### src/hw/rtl/smc_pkg.sv
// shared types and constants for the shutter motor controller
package smc_pkg;

  typedef enum logic [1:0] {
    MODE_IDLE = 2'd0,
    MODE_UP   = 2'd1,
    MODE_DOWN = 2'd2
  } mode_t;

  typedef enum logic [1:0] {
    REQ_NONE = 2'd0,
    REQ_UP   = 2'd1,
    REQ_DOWN = 2'd2,
    REQ_STOP = 2'd3
  } req_t;

  // configuration register indexes
  localparam logic [1:0] CFG_CURRENT_THRESHOLD = 2'd0;
  localparam logic [1:0] CFG_TRAVEL_TIMEOUT    = 2'd1;
  localparam logic [1:0] CFG_RELEASE_WINDOW    = 2'd2;
  localparam logic [1:0] CFG_SAMPLE_PERIOD     = 2'd3;

  localparam logic [15:0] THRESHOLD_RST       = 16'd40;
  localparam logic [13:0] TRAVEL_TIMEOUT_RST  = 14'd10000;
  localparam logic [11:0] RELEASE_WINDOW_RST  = 12'd1000;
  localparam logic [11:0] SAMPLE_PERIOD_RST   = 12'd1000;
  localparam logic [11:0] SAMPLE_TIMER_RST    = 12'd1000;
  localparam logic [11:0] IDLE_RELEASE_LOAD   = 12'd2000;

  // current scaling: sample * 619 / 64
  localparam logic [9:0]  CURRENT_SCALE_MUL   = 10'd619;
  localparam int          CURRENT_SCALE_SHIFT = 6;

  localparam int IN_DATA_W  = 24;
  localparam int OUT_DATA_W = 8;

  typedef struct packed {
    logic [15:0] current_threshold;
    logic [13:0] travel_timeout_ms;
    logic [11:0] release_window_ms;
    logic [11:0] sample_period_ms;
  } cfg_t;

  typedef struct packed {
    logic [11:0] adc_sample;
    logic [1:0]  movement_request;
    logic        release_down;
    logic        release_up;
    logic        press_down;
    logic        press_up;
    logic        ms_tick;
  } item_t;

  typedef struct packed {
    logic       end_of_travel;
    logic [1:0] motion_mode;
    logic       drive_down;
    logic       drive_up;
  } res_t;

endpackage

### src/hw/rtl/smc_core.sv
// controller state and single-pass step logic
module smc_core import smc_pkg::*; (
  input  logic  clk,
  input  logic  rst_n,
  input  logic  step_en,
  input  item_t item,
  input  cfg_t  cfg,
  output res_t  res
);

  mode_t       mode_r, mode_nxt;
  mode_t       last_mode_r, last_mode_nxt;
  logic [13:0] travel_timer_r, travel_timer_nxt;
  logic [11:0] release_timer_r, release_timer_nxt;
  logic [11:0] sample_timer_r, sample_timer_nxt;
  logic        arrived_r, arrived_nxt;
  logic [1:0]  drive_r, drive_nxt;   // bit0 up line, bit1 down line

  logic [13:0] tt_tick;
  logic [11:0] rt_tick;
  logic [11:0] st_tick;
  logic [21:0] product;
  logic [15:0] scaled;
  logic        arrived_chk;
  logic        is_up;
  logic        rel_same;
  logic        stop;
  req_t        req;

  always_comb begin
    req = req_t'(item.movement_request);

    // millisecond tick
    tt_tick = travel_timer_r;
    rt_tick = release_timer_r;
    st_tick = sample_timer_r;
    if (item.ms_tick) begin
      if (travel_timer_r != '0)  tt_tick = travel_timer_r - 14'd1;
      if (release_timer_r != '0) rt_tick = release_timer_r - 12'd1;
      if (sample_timer_r != '0)  st_tick = sample_timer_r - 12'd1;
    end

    // current check
    product     = 22'(item.adc_sample) * 22'(CURRENT_SCALE_MUL);
    scaled      = product[21:CURRENT_SCALE_SHIFT];
    arrived_chk = arrived_r;
    sample_timer_nxt = st_tick;
    if (st_tick == '0) begin
      sample_timer_nxt = cfg.sample_period_ms;
      if (scaled > cfg.current_threshold) arrived_chk = 1'b1;
    end

    // mode step
    last_mode_nxt     = mode_r;
    mode_nxt          = mode_r;
    travel_timer_nxt  = tt_tick;
    release_timer_nxt = rt_tick;
    arrived_nxt       = arrived_chk;
    drive_nxt         = drive_r;
    is_up             = (mode_r == MODE_UP);
    rel_same          = 1'b0;
    stop              = 1'b0;

    if (mode_r == MODE_UP || mode_r == MODE_DOWN) begin
      if (mode_r != last_mode_r) begin
        release_timer_nxt = cfg.release_window_ms;
        travel_timer_nxt  = cfg.travel_timeout_ms;
        drive_nxt         = is_up ? 2'b01 : 2'b10;
      end
      if (req == REQ_UP) mode_nxt = is_up ? MODE_IDLE : MODE_UP;
      if (req == REQ_DOWN) begin
        mode_nxt = MODE_DOWN;
      end else begin
        rel_same = is_up ? item.release_up : item.release_down;
        stop = (travel_timer_nxt == '0) || item.press_up || item.press_down ||
               arrived_chk || (release_timer_nxt != '0 && rel_same) ||
               (req == REQ_STOP);
        if (stop) begin
          arrived_nxt = 1'b0;
          mode_nxt    = MODE_IDLE;
        end
      end
      if (mode_nxt != mode_r) drive_nxt = 2'b00;
    end else begin
      release_timer_nxt = IDLE_RELEASE_LOAD;
      if (item.press_down || req == REQ_DOWN)   mode_nxt = MODE_DOWN;
      else if (item.press_up || req == REQ_UP)  mode_nxt = MODE_UP;
    end

    res.drive_up      = drive_nxt[0];
    res.drive_down    = drive_nxt[1];
    res.motion_mode   = mode_nxt;
    res.end_of_travel = arrived_nxt;
  end

  always_ff @(posedge clk) begin
    if (!rst_n) begin
      mode_r          <= MODE_IDLE;
      last_mode_r     <= MODE_IDLE;
      travel_timer_r  <= '0;
      release_timer_r <= '0;
      sample_timer_r  <= SAMPLE_TIMER_RST;
      arrived_r       <= 1'b0;
      drive_r         <= 2'b00;
    end else if (step_en) begin
      mode_r          <= mode_nxt;
      last_mode_r     <= last_mode_nxt;
      travel_timer_r  <= travel_timer_nxt;
      release_timer_r <= release_timer_nxt;
      sample_timer_r  <= sample_timer_nxt;
      arrived_r       <= arrived_nxt;
      drive_r         <= drive_nxt;
    end
  end

endmodule

### src/hw/rtl/shutter_motor_controller.sv
// shutter motor controller top level: config registers, input and output stages
// an accepted beat waits in the input register, its result is registered in the output
// register and leaves from there as a result beat
// one beat per cycle unless stalled, the core state updates in a single pass per beat
// the input register and output register let a new beat in while a result waits
// reset (rst_n low, synchronous) clears modes, travel and release timers, flags and
// both stage valids, presets the sample timer and returns config registers to defaults
module shutter_motor_controller import smc_pkg::*; (
  input  logic                  clk,
  input  logic                  rst_n,
  // input stream
  input  logic                  in_tvalid,
  output logic                  in_tready,
  // [0] ms_tick, [1] press_up, [2] press_down, [3] release_up, [4] release_down,
  // [6:5] movement_request, [18:7] adc_sample, [23:19] zero
  input  logic [IN_DATA_W-1:0]  in_tdata,
  // result stream
  output logic                  out_tvalid,
  input  logic                  out_tready,
  // [0] drive_up, [1] drive_down, [3:2] motion_mode, [4] end_of_travel, [7:5] zero
  output logic [OUT_DATA_W-1:0] out_tdata,
  // configuration write port
  input  logic                  cfg_we,
  input  logic [1:0]            cfg_index,
  input  logic [15:0]           cfg_wdata
);

  cfg_t  cfg_r;
  item_t item_r;
  logic  in_vld_r;
  logic  out_vld_r;
  res_t  res_r;
  res_t  res;
  logic  advance;

  // configuration registers: the user writes only while the block is quiet; not enforced
  always_ff @(posedge clk) begin
    if (!rst_n) begin
      cfg_r.current_threshold <= THRESHOLD_RST;
      cfg_r.travel_timeout_ms <= TRAVEL_TIMEOUT_RST;
      cfg_r.release_window_ms <= RELEASE_WINDOW_RST;
      cfg_r.sample_period_ms  <= SAMPLE_PERIOD_RST;
    end else if (cfg_we) begin
      unique case (cfg_index)
        CFG_CURRENT_THRESHOLD: cfg_r.current_threshold <= cfg_wdata;
        CFG_TRAVEL_TIMEOUT:    cfg_r.travel_timeout_ms <= cfg_wdata[13:0];
        CFG_RELEASE_WINDOW:    cfg_r.release_window_ms <= cfg_wdata[11:0];
        CFG_SAMPLE_PERIOD:     cfg_r.sample_period_ms  <= cfg_wdata[11:0];
        default: ;
      endcase
    end
  end

  // the held beat moves into the core whenever the output register can take it
  assign advance   = in_vld_r && (!out_vld_r || out_tready);
  assign in_tready = !in_vld_r || advance;

  // input register
  always_ff @(posedge clk) begin
    if (!rst_n) begin
      in_vld_r <= 1'b0;
    end else if (in_tready) begin
      in_vld_r <= in_tvalid;
    end
  end

  always_ff @(posedge clk) begin
    if (in_tready && in_tvalid) begin
      item_r <= item_t'(in_tdata[18:0]);
    end
  end

  // state update and step logic
  smc_core u_core (
    .clk     (clk),
    .rst_n   (rst_n),
    .step_en (advance),
    .item    (item_r),
    .cfg     (cfg_r),
    .res     (res)
  );

  // output register
  always_ff @(posedge clk) begin
    if (!rst_n) begin
      out_vld_r <= 1'b0;
    end else if (advance) begin
      out_vld_r <= 1'b1;
    end else if (out_tready) begin
      out_vld_r <= 1'b0;
    end
  end

  always_ff @(posedge clk) begin
    if (advance) begin
      res_r <= res;
    end
  end

  assign out_tvalid = out_vld_r;
  assign out_tdata  = {3'b000, res_r};

endmodule

### config.mk
export PLATFORM = sky130hd
export DESIGN_NAME = shutter_motor_controller
export DESIGN_NICKNAME = d
export VERILOG_FILES = /design/src/hw/rtl/smc_pkg.sv /design/src/hw/rtl/smc_core.sv /design/src/hw/rtl/shutter_motor_controller.sv
export SDC_FILE = /design/constraint.sdc
export NUM_CORES = 1
export LEC_CHECK = 0
export BUFFER_PORTS_ARGS = -buffer_cell sky130_fd_sc_hd__buf_2
export CORE_MARGIN = 2
export CORE_UTILIZATION = 50
export DETAILED_ROUTE_END_ITERATION = 6
export GPL_TIMING_DRIVEN = 0
export HOLD_SLACK_MARGIN = 0.06
export PLACE_DENSITY = 0.68
export SYNTH_ARGS = -nofsm -noshare
export SYNTH_HDL_FRONTEND = slang
export SYNTH_SLANG_ARGS = --single-unit
### constraint.sdc
create_clock -name clk -period 8.35 [get_ports clk]
set_input_delay 1.67 -clock clk [delete_from_list [all_inputs] [get_ports clk]]
set_output_delay 1.67 -clock clk [all_outputs]
set_load 0.05 [all_outputs]
After elaboration in Yosys (flattened, before gate mapping) --
Index checks and enable logic that the tools add are counted.
Operators by class: mux-type cells 33, multiply operators 1, reductions and logical operators 27, $add $sub $neg 3, equality and inequality tests 10, $lt $le $gt $ge 1
Operators with widths (number):
- 12-bit 2-to-1 mux | 8
- 14-bit 2-to-1 mux | 5
- 12-bit nonzero test | 3
- 12-bit by 1-bit subtractor with 12-bit output (second input constant) | 2
- 12-bit by 10-bit multiplier with 22-bit output (second input constant) | 1
- 2-bit 2-to-1 mux | 11
- 16-bit > comparator | 1
- 14-bit logical NOT | 1
- 14-bit nonzero test | 1
- 14-bit by 1-bit subtractor with 14-bit output (second input constant) | 1
- 12-bit logical NOT | 1
- 2-bit == test (second input constant) | 5
- 1-bit logical OR | 10
- 1-bit 2-to-1 mux | 9
- 2-bit AND reduction | 4
- 2-bit by 1-bit == test with 1-bit output (second input constant) | 3
- 2-bit inequality test | 2
- 1-bit logical AND | 3
- 1-bit logical NOT | 2
- 2-bit logical NOT | 1
- 2-bit nonzero test | 1
Storage, ports and cells: register bits after elaboration 125

Logic depth before layout (Yosys ltp) --
depth in word-level cells 17, depth in mapped cells 29

Cells and area by module --
From an unflattened synthesis, not the netlist that was laid out.
Unflattened totals: cells, all modules 1046, area, all modules 9422.8 um2
Modules (own cells, without submodules):
- smc_core | seq. area each 900.9 um2, times used 1, area an instance 6462.4 um2, cells an instance 799
- shutter_motor_controller | seq. area each 1841.8 um2, times used 1, area an instance 2960.3 um2, cells an instance 247

Least setup slack after synthesis --
No wires, ideal clock.
kind reg-to-reg, from register item_r[13] in the netlist's numbering, to register res_r (netlist bit out_tdata[1]) (data pin), data arrival time 6632 ps, period minus slack after synthesis 6890 ps, required time 8092 ps, path slack 1460 ps, library setup time 258 ps, buffers on the path 0, cell stages (with the launch flop) 28, path through edfxtp_1 -> ha_1 -> fa_1 -> ha_1 -> fa_1 -> inv_1 -> fa_1 -> inv_1 -> ha_1 -> a21o_1 -> a221o_1 -> a31o_2 -> a41o_1 -> o211a_1 -> o21a_1 -> o21a_1 -> o41ai_1 -> xnor2_1 -> ha_1 -> nand4_1 -> nor3_1 -> o21ai_0 -> o21ai_0 -> a31oi_1 -> o2111ai_1 -> o311ai_0 -> o22ai_1 -> nand2_1
RTL lines:
- start: declaration | line shutter_motor_controller.sv:29 | item_t item_r;
- start signal: assignment | line shutter_motor_controller.sv:69 | item_r <= item_t'(in_tdata[18:0]);
- end signal: assignment | line shutter_motor_controller.sv:96 | res_r <= res;
- end: declaration | line shutter_motor_controller.sv:32 | res_t res_r;

==> out/metrics.csv <==
metric,value,unit
via_per_inst,5.83,
multiInputGateArea,0.00578,mm2
vias,8106,
gp_congestion,0.983,
rsz0062_at_grt,false,
maxUsedRoutingLayer,met4,
core.rowCount,49,
finalClockSkew,0.0103,ns
grt_pass1_wl,40200,um
final_util,57.0,%
final_cell_mix,"161 x nand2_1, 101 x dfxtp_1, 96 x ha_1, 93 x inv_1, 75 x nor2_1",
grt_overflow_total,0,
insertion_delay,0.43,ns
synthFlopType,dfxtp_1,
cts_max_level,4,
hold_depth,2,
max_cap_violations,0,
cts_buffers,17,
wl_per_cell,18.0,um
drive_gt1_share,9.31,%
synthArstFlopShare,0,%
hold_violations,0,
cellPowerDensity,258,mW/mm2
reg2reg_depth,28,
fillers,1701,
routed_wl,25100,um
final_common_cell,nand2_1,
max_stage_delay,0.55,ns
final_nets,1321,
clk_pin_slew,0.06,ns
wl_met2,11200,um
cp.arrival,8.10,ns
synth-edff-count,24,
critPathSlowestCell,fa_1,
placed_area,0.00962,mm2
drt-pass1-iter-count,5,
max_freq,128,MHz
dr_wl_met3,1610,um
die_x,139,um
die-area,0.0193,mm2
drt_iter0_markers,642,
synth_cell_types,83,
setup_viol,0,
status,"finished, final reports clean",
r2r_slack,0.55,ns
path_common_cell,ha_1,
leakagePower,4.28,nW
die_height,139,um
syn-instance-count,1079,
hp-class,reg2reg,
grt_pass1_vias,7762,
hold_start,cfg_r[51],
ys_seq_area_share,30.2,%
max_slew_margin,28.1,%
wl_met1,11800,um
portBuffers,47,
totalNegativeSetupSlack,0,ns
end_kind,register,
grt_start_max_net_pins,20,
r2r_end,out_tdata[1],
ios,57,
cts_root_buffer,clkbuf_16,
start_util,50.8,%
syn_to_final_growth,12.4,%
cp.required,8.65,ns
worstSetupPathType,reg2reg,
worstSetupStartpointType,register,
synth-seq-cells,125,
final.min_clock_period,7.80,ns
critPathMaxFanout,6,
drc_errors,0,
antenna_found_initial,0,
design_area,0.0102,mm2
ys_warn_count,0,
syn_area,0.00909,mm2
min_to,cfg_r[51],
cts_tree,built,
irDropWorstVdd,170,uV
avgSynthCellArea,8.42,um2
finalCritPeriodShare,93.4,%
slew_viol_final,0,
holdBufCountCts,0,
worstReg2RegStart,item_r[11],
grtUsageTotal,26.2,%
cts.sinks,125,
seq_area,0.00274,mm2
core_area,0.0179,mm2
cts_buffer_depth,2,
ant_nets,0,
place_hpwl,18600,um
tightest_slew,1.08,ns
holdWs,0.464,ns
layout make-up:
type,instances,share of cell area [%]
multi-input cells,807,56.6
inverters,94,3.46
plain buffers,55,2.23
flip-flops and latches,125,26.9
clock buffers,21,4.31
well taps,229,2.81
repair buffers,47,2.30
diodes,1,0.0245
clock inverters,11,1.40
routing by layer:
| metal | vias up | global-route usage [%] |
|---|---|---|
| met2 | 254 | 40.5 |
| met3 | 44 | 4.80 |
| met5 | - | 0 |
| met4 | 0 | 7.87 |
| met1 | 3872 | 37.4 |
| li1 | 3936 | - |
critical path, delay by kind of cell, from the launching register on:
kind | cells | cell delay [ns]
simple gates | 2 | 0.22
flops | 1 | 0.54
compound gates | 15 | 3.47
mux | 1 | 0.37
buf+inv | 2 | 0.10
xor+xnor | 1 | 0.14
fa+ha+maj | 7 | 2.83
cells in the mapped netlist (7+ instances only):
master / count / area [um2]
and2_1: 17 / 106
nor4_1: 7 / 43.8
nand3_1: 30 / 150
a211oi_1: 10 / 75.1
clkbuf_1: 44 / 165
a21boi_0: 39 / 293
dfxtp_1: 101 / 2020
a21oi_1: 44 / 220
edfxtp_1: 24 / 721
o21a_1: 7 / 52.6
or4_1: 8 / 60.1
xnor2_1: 19 / 166
nor2b_1: 17 / 106
a21o_1: 7 / 52.6
ha_1: 96 / 1200
o211ai_1: 10 / 75.1
inv_1: 93 / 349
and3_1: 7 / 43.8
fa_1: 31 / 621
nand4_1: 13 / 81.3
a31oi_1: 10 / 62.6
o22ai_1: 11 / 68.8
nor2_1: 75 / 282
nand2_1: 161 / 604
o21ai_0: 42 / 210
nor3_1: 26 / 130
per-stage QoR:
stage                     total power (W)  std cells  worst slack, ns
final                             0.00263       1390            0.548
after CTS                         0.00264       1389            0.476
after detailed placement          0.00188       1357            0.533
after global placement            0.00184       1357            0.634
after global routing              0.00284       1389           0.0284
after floorplan                   0.00162       1081             1.46
repair_timing:
action / in CTS / in global routing
setup endpoints to repair: 0 / 3
buffers inserted: 0 / 0
gates resized for setup: 0 / 1
how the worst max path moves through the flow:
stage | start | end | slack, ns
2_1_floorplan | item_r[13] | out_tdata[1] | 1.46
3_3_place_gp | item_r[13] | out_tdata[1] | 0.63
3_5_place_dp | item_r[13] | out_tdata[1] | 0.53
4_1_cts | item_r[13] | out_tdata[1] | 0.48
5_1_grt | item_r[13] | out_tdata[1] | 0.03
6_report | item_r[11] | out_tdata[1] | 0.55
where the power goes:
part	internal, W	leakage (nW)	total, W	switching, W
Combinational	0.000538	2.93	0.00120	0.000662
Clock	0.000468	0.286	0.000752	0.000284
Sequential	0.000646	1.06	0.000681	0.0000352
Total	0.00165	4.28	0.00263	0.000980
registers in the layout, summed over array words and instances (netlist names), 2 cells and up:
name / cells
cfg_r: 54
item_r: 19
out_tdata: 5
u_core.drive_r: 2
u_core.last_mode_nxt: 2
u_core.last_mode_r: 2
u_core.release_timer_r: 12
u_core.sample_timer_r: 12
u_core.travel_timer_r: 14
kinds of logic (layout without fill, tap and decap cells):
group | Yosys count | in the layout | synth area share, %
flip-flops | 125 | 125 | 30.2
AND/OR/NAND/NOR | 411 | 411 | 22.5
AO/OA/AOI/OAI | 237 | 237 | 17.9
XOR/XNOR | 23 | 23 | 2.22
buffers and inverters | 149 | 228 | 6.39
other | 1 | 4 | 0.0413
adder cells (fa/ha/maj) | 127 | 127 | 20.0
multiplexers | 6 | 6 | 0.688
Note: power is estimated with default switching activity, not from simulation.
